## config.mk

```make
export PLATFORM = sky130hd
export DESIGN_NAME = sfe_front
export DESIGN_NICKNAME = d
export VERILOG_FILES = /design/src/sfe_pkg.sv /design/src/sfe_front.sv
export SDC_FILE = /design/constraint.sdc
export NUM_CORES = 1
export LEC_CHECK = 0
export ABC_AREA = 1
export BUFFER_PORTS_ARGS = -buffer_cell sky130_fd_sc_hd__buf_2
export CELL_PAD_IN_SITES_DETAIL_PLACEMENT = 1
export CELL_PAD_IN_SITES_GLOBAL_PLACEMENT = 1
export CORE_MARGIN = 2
export CORE_UTILIZATION = 40
export CTS_BUF_LIST = sky130_fd_sc_hd__clkbuf_16
export DETAILED_ROUTE_END_ITERATION = 12
export HOLD_SLACK_MARGIN = 0.12
export MAX_ROUTING_LAYER = met4
export PLACE_DENSITY = 0.83
export SLEW_MARGIN = 30
export SYNTH_ARGS = -nofsm -noshare
export SYNTH_HDL_FRONTEND = slang
export SYNTH_SLANG_ARGS = --single-unit
```

## constraint.sdc

```tcl
create_clock -name clk -period 4.3 [get_ports clk]
set_clock_uncertainty 0.05 [all_clocks]
set_input_delay 0.43 -clock clk [delete_from_list [all_inputs] [get_ports clk]]
set_output_delay 0.43 -clock clk [all_outputs]
set_load 0.01 [all_outputs]
```

## src/sfe_pkg.sv

```systemverilog
// ----------------------------------------------------------------------------
// sfe_pkg: shared types and constants for the sinusoid fit error block
// Holds payload structs, status and mode codes, sequencer states and the
// quarter-wave sine polynomial used to build the sine table.
// ----------------------------------------------------------------------------
package sfe_pkg;

	localparam int MaxSamples     = 1024;
	localparam int SampleBits     = 16;
	localparam int SineTableDepth = 1024;

	localparam logic [63:0] Q30One = 64'd1073741824;
	localparam logic [63:0] Sc1    = 64'd1686629713;
	localparam logic [63:0] Sc3    = 64'd693598668;
	localparam logic [63:0] Sc5    = 64'd85569306;
	localparam logic [63:0] Sc7    = 64'd5026994;
	localparam logic [63:0] Sc9    = 64'd172274;

	localparam logic [17:0] ErrMax = 18'd131072;

	typedef enum logic [1:0] {
		STATUS_OK      = 2'd0,
		STATUS_BADMODE = 2'd1,
		STATUS_FLAT    = 2'd2
	} status_t;

	typedef enum logic [1:0] {
		MODE_INVALID = 2'd0,
		MODE_SINE    = 2'd1,
		MODE_COSINE  = 2'd2,
		MODE_TROUGH  = 2'd3
	} mode_t;

	localparam logic [0:0] REG_FIT_MODE = 1'd0;

	typedef struct packed {
		logic signed [15:0] sample;
		logic               last_sample;
	} in_item_t;

	typedef struct packed {
		logic [17:0] fit_error;
		logic [1:0]  fit_status;
	} out_item_t;

	typedef enum logic [3:0] {
		ST_IDLE,
		ST_LAUNCH,
		ST_PHASE,
		ST_READ,
		ST_SCALE,
		ST_SQUARE,
		ST_MEAN,
		ST_ROOT,
		ST_DONE
	} seq_state_t;

	// sin(pi/2 * t), t in Q30, result Q16
	function automatic logic signed [17:0] quarter_sine(input logic [63:0] t);
		logic [63:0] t2;
		logic [63:0] p;
		logic [63:0] v;
		t2 = (t * t) >> 30;
		p  = Sc9;
		p  = Sc7 - ((p * t2) >> 30);
		p  = Sc5 - ((p * t2) >> 30);
		p  = Sc3 - ((p * t2) >> 30);
		p  = Sc1 - ((p * t2) >> 30);
		v  = (((p * t) >> 30) + 64'd8192) >> 14;
		if (v > 64'd65536) v = 64'd65536;
		return 18'(v);
	endfunction

	function automatic logic signed [17:0] sine_entry(input int k, input int depth);
		logic [63:0] q4;
		logic [63:0] quad;
		logic [63:0] r;
		logic [63:0] t;
		logic signed [17:0] v;
		q4   = 64'(4 * k);
		quad = q4 / 64'(depth);
		r    = q4 % 64'(depth);
		t    = (r << 30) / 64'(depth);
		if (quad == 64'd1 || quad == 64'd3) t = Q30One - t;
		v = quarter_sine(t);
		return (quad >= 64'd2) ? -v : v;
	endfunction

endpackage

```

## src/sfe_front.sv

```systemverilog
// ----------------------------------------------------------------------------
// sfe_front: record loader
// Accepts samples, tracks count, minimum and maximum, writes the store and
// hands a closed record descriptor to the back end through a single register.
// ----------------------------------------------------------------------------
module sfe_front #(
	parameter int MAX_SAMPLES = sfe_pkg::MaxSamples,
	parameter int SAMPLE_BITS = sfe_pkg::SampleBits,
	parameter int CW          = $clog2(MAX_SAMPLES + 1),
	parameter int AW          = $clog2(MAX_SAMPLES)
) (
	input  logic                          clk,
	input  logic                          arst_n,
	input  logic                          push,
	output logic                          full,
	input  logic signed [SAMPLE_BITS-1:0] sample,
	input  logic                          last_sample,
	// record hand-off
	output logic                          rec_valid,
	input  logic                          rec_take,
	output logic [CW-1:0]                 rec_count,
	output logic signed [SAMPLE_BITS-1:0] rec_min,
	output logic signed [SAMPLE_BITS-1:0] rec_max,
	// store write port
	output logic                          wr_en,
	output logic [AW-1:0]                 wr_addr,
	output logic signed [SAMPLE_BITS-1:0] wr_data
);
	import sfe_pkg::*;

	logic [CW-1:0]                 count_q;
	logic signed [SAMPLE_BITS-1:0] min_q, max_q;
	logic                          hold_q;
	logic                          acc, store_ok;

	// One record in flight: the store holds a single record at a time.
	assign full     = hold_q;
	assign acc      = push && !full;
	assign store_ok = count_q < CW'(MAX_SAMPLES);

	assign wr_en   = acc && store_ok;
	assign wr_addr = count_q[AW-1:0];
	assign wr_data = sample;

	always_ff @(posedge clk or negedge arst_n) begin
		if (!arst_n) begin
			count_q   <= '0;
			min_q     <= '0;
			max_q     <= '0;
			hold_q    <= 1'b0;
			rec_valid <= 1'b0;
			rec_count <= '0;
			rec_min   <= '0;
			rec_max   <= '0;
		end else begin
			if (rec_take) begin
				rec_valid <= 1'b0;
				hold_q    <= 1'b0;
			end
			if (acc) begin
				if (last_sample) begin
					hold_q    <= 1'b1;
					rec_valid <= 1'b1;
					count_q   <= '0;
					min_q     <= '0;
					max_q     <= '0;
					rec_count <= store_ok ? count_q + 1'b1 : count_q;
					if (!store_ok) begin
						rec_min <= min_q;
						rec_max <= max_q;
					end else if (count_q == '0) begin
						rec_min <= sample;
						rec_max <= sample;
					end else begin
						rec_min <= (sample < min_q) ? sample : min_q;
						rec_max <= (sample > max_q) ? sample : max_q;
					end
				end else if (store_ok) begin
					count_q <= count_q + 1'b1;
					if (count_q == '0) begin
						min_q <= sample;
						max_q <= sample;
					end else begin
						if (sample < min_q) min_q <= sample;
						if (sample > max_q) max_q <= sample;
					end
				end
			end
		end
	end
endmodule

```

Yosys cells after proc, flatten, opt, wreduce, memory -nomap -nowiden
Cells that the tools add are included.
{"block": "classes", "addsub": 1, "reduce_logical": 5, "mux": 16, "magnitude_cmp": 3}
{"op": "16-bit 2-to-1 mux", "n": 8}
{"op": "11-bit 2-to-1 mux", "n": 2}
{"op": "16-bit > comparator", "n": 1}
{"op": "16-bit < comparator", "n": 1}
{"op": "11-bit by 1-bit adder with 11-bit output (second input constant)", "n": 1}
{"op": "11-bit zero test", "n": 1}
{"op": "11-bit < comparator (second input constant)", "n": 1}
{"op": "1-bit 2-to-1 mux", "n": 6}
{"op": "1-bit logical AND", "n": 2}
{"op": "2-bit AND reduction", "n": 1}
{"op": "1-bit zero test", "n": 1}
{"block": "word_totals", "word_cells": 33, "output_inout_bits": 72, "inputBits": 21, "register_bits": 88}

Logic depth before layout (Yosys ltp)
{"block": "depth", "word_depth": 5, "depth_mapped": 18, "depth_no_buf": 17}

Least setup slack after synthesis
OpenSTA, ideal clock, no wires.
{"block": "synth_path", "kind": "input -> register", "from": "input port sample[7]", "to": "register max_q[0]", "required_time_ns": 4.132, "setup_slack_ns": 2.329, "n_path_buf": 1, "setup_time_ns": 0.118, "arrival_time_ns": 1.803, "stages": 16, "path_cell_list": "ha_1 nand2_2 inv_1 a21oi_1 nand3_1 nand2_1 nand2_1 nand2_1 nand2_1 nand2_2 nand2_4 nand2_4 buf_6 nand2_2 nand3_1 nand2_1"}
{"block": "synth_via", "elab_chain_len": 5}
{"element": "from (decl)", "line": "sfe_front.sv:16", "rtl": "input logic signed [SAMPLE_BITS-1:0] sample,"}
{"element": "16-bit > comparator", "line": "sfe_front.sv:85", "rtl": "if (sample > max_q) max_q <= sample;"}
{"element": "16-bit 2-to-1 mux (4 in series)"}
{"element": "to (signal assigned)", "line": "sfe_front.sv:82", "rtl": "max_q <= sample;"}
{"element": "to (signal assigned)", "line": "sfe_front.sv:85"}
{"element": "to (decl)", "line": "sfe_front.sv:32", "rtl": "logic signed [SAMPLE_BITS-1:0] min_q, max_q;"}
No other way between the ends.
A chain may end at the register's enable or synchronous reset.

Worst setup path after layout
{"block": "layout_path", "from": "register hold_q (netlist: full)", "to": "register rec_count[3]"}
{"block": "layout_via", "elab_chain_len": 3}
{"element": "from (decl)", "line": "sfe_front.sv:33", "rtl": "logic hold_q;"}
{"element": "from (signal assigned)", "line": "sfe_front.sv:50", "rtl": "hold_q <= 1'b0;"}
{"element": "from (signal assigned)", "line": "sfe_front.sv:58", "rtl": "hold_q <= 1'b0;"}
{"element": "from (signal assigned)", "line": "sfe_front.sv:62", "rtl": "hold_q <= 1'b1;"}
{"element": "1-bit zero test", "line": "sfe_front.sv:38", "rtl": "assign acc = push && !full;"}
{"element": "1-bit logical AND", "line": "sfe_front.sv:38"}
{"element": "2-bit AND reduction (no line)"}
{"element": "to (signal assigned)", "line": "sfe_front.sv:67", "rtl": "rec_count <= store_ok ? count_q + 1'b1 : count_q;"}
{"element": "to (decl)", "line": "sfe_front.sv:21", "rtl": "output logic [CW-1:0] rec_count,"}
No other way between the ends.

==> metrics.txt <==
Worst path max stage delay 470 ps; Power Dens Cells 632 nW/um^2; WP data arrival 2710 ps; Ys Warns 0; commonest non-fill, non-tap cell in the layout nand2_1; post-cts sizing count 0; CTS Sinks 88; initial antenna violation count 0; I/O pin total 93; VDD IR max 246 uV; mean routed wirelength per cell 16.1 um; H-tree levels 3; critical path type reg2reg; final period utilization 59.3%; postcts setup bufs 0; Setup TNS 0 ps; Hold Buf Count CTS 1; antenna-violating nets left 0; Static Leakage 0.00323 uW; Global Route Usage Sum 22.6%; vias after detailed routing 4534; post-synthesis cell count 654; crit-path cells inv_1 -> nand2_1 -> buf_4 -> nor2_2 -> buf_4 -> inv_1 -> buf_4 -> o21ai_0; final instance area 5880 sq um; syn nets 708; most frequent cells in the layout nand2_1, nand3_1, buf_2; CP Launch Type register; largest net degree at the start of global routing 54; top cells by area, synth dfrtp_1, nand2_1, nand3_1; Layout Nets 767; initial core utilization 40.8%; Min Clock Period, post-route 2550 ps; slew margin rel. 53.8%; number of buffers created by CTS 9; CP Capture Type register; synthesized area per cell 7.88 sq um; DPL Wire Length 10.2 mm; WHS Path Cells 2; Seq/Total Area, Yosys 42.7%; drt drc 0; critical path fanouts, max 39; Yosys top cell area share 42.7%; Clock transition at path regs 60 ps; largest area contributor in the netlist dfrtp_1; worst-case reg-to-reg path depth 8; Overflow after GRT 0; slowest cell on the critical path inv_1; # Max-Cap Violations 0; Max Clk Rate 392 MHz; final setup fails 0; post-synthesis cell area 5150 sq um; vias in the first global route 4967; CP required 4460 ps; RSZ-0062 raised after global routing no; first-pass GRT wire length 24.5 mm; final hold violations 0; DR pass1 iterations 4; r2r setup slk 1750 ps; number of diodes 0; Hold Crit Class in2reg; TritonCTS clock tree done; Tightest Pin Transition 692 ps; fill count 1601; Total Wirelength 14.3 mm; fin. max-slew vios 0; Die Width 117 um; cell repeated most along the worst path buf_4; share of layout cells above drive strength 1 20.8%; status finished clean; Area Overhead vs Synth 14.1%; register bit count reported by yosys 88; CTS root buffer clkbuf_16; Core Rows 41; die area 13800 sq um; I/O Buffers 92; GPL Wtd Cong 0.842; Die Y 117 um; Synth cell types 32; clk_lat worst skew 350 ps; 1st-iter DRT viols 221; DP Area 5550 sq um; Max Root-Sink Buffers 2; Via density 5.09; core area 12600 sq um
==> path summary, 6_finish.rpt <==
check	from	end
max in group asynchronous	arst_n	full
hold reg to reg	rec_min[10]	rec_min[10]
setup / recovery	full	rec_count[3]
hold / removal	rec_take	full
min in group asynchronous	arst_n	rec_count[6]
setup reg to reg	full	rec_count[3]
==> final cells by class <==
cell class | instances | area [sq um] | area share, %
Clock buffer | 9 | 225 | 3.83
Clock inverter | 7 | 87.6 | 1.49
Inverter | 84 | 318 | 5.41
Multi-Input combinational cell | 432 | 2320 | 39.5
Sequential cell | 88 | 2200 | 37.5
Tap cell | 172 | 215 | 3.66
Timing Repair Buffer | 98 | 510 | 8.69
==> cell usage after synthesis <==
| cell | count |
|---|---|
| a211oi_1 | 1 |
| a21oi_1 | 12 |
| buf_1 | 1 |
| buf_2 | 3 |
| buf_4 | 29 |
| buf_6 | 2 |
| clkbuf_1 | 14 |
| clkbuf_4 | 1 |
| clkinv_1 | 2 |
| dfrtp_1 | 88 |
| ha_1 | 33 |
| inv_1 | 80 |
| inv_2 | 1 |
| inv_4 | 1 |
| nand2_1 | 195 |
| nand2_2 | 21 |
| nand2_4 | 4 |
| nand3_1 | 102 |
| nand3_2 | 2 |
| nand3_4 | 1 |
| nand4_1 | 2 |
| nand4_2 | 1 |
| nor2_1 | 8 |
| nor2_2 | 2 |
| nor3_1 | 5 |
| nor3_2 | 4 |
| nor4_1 | 1 |
| o21ai_0 | 17 |
| o21ai_1 | 2 |
| o22ai_1 | 9 |
| o31ai_1 | 1 |
| xor2_1 | 9 |
==> worst max-delay path, delay by kind of cell, from the launching register on <==
kind	cells	cell delay, ps
compound gates	1	160
buf+inv	5	1690
flops	1	340
simple gates	2	120
==> state kept, by name, indices dropped and copies added (netlist names) <==
name	count
max_q	16
min_q	16
rec_max	16
rec_min	16
count_q	11
rec_count	11
full	1
rec_valid	1
==> report_power, final <==
group	switching, uW	internal, uW	total (uW)
Clock	328	504	832
Sequential	171	1120	1290
Combinational	1050	538	1590
Total	1550	2160	3710
==> logic make-up after synthesis <==
| group | share of synthesized area (%) |
|---|---|
| adder cells (fa/ha/maj) | 8.01 |
| XOR/XNOR | 1.53 |
| AO/OA/AOI/OAI | 4.40 |
| buffers and inverters | 12.4 |
| AND/OR/NAND/NOR | 31.0 |
| flip-flops | 42.7 |
==> layer usage <==
layer | vias up | part of all wire (%) | global-route usage, %
met5 | - | 0 | -
met4 | 0 | 1.5 | 9.11
met3 | 17 | 3.3 | 3.34
met2 | 92 | 49 | 37.6
met1 | 2252 | 46 | 27.8
li1 | 2173 | - | -
==> metrics by stage <==
step           setup WS (ps)  hold slack [ps]  util, %  total power [uW]  std cells
2_1_floorplan           2330             84.4        -              2400        654
3_3_place_gp            1730              409     44.0              2780        873
3_5_place_dp            1590              410     44.0              2890        873
4_1_cts                 1750              242     46.6              3760        890
5_1_grt                 1510              259     46.6              4030        890
6_report                1750              245     46.6              3710        890
(Power assumes the default switching activity.)
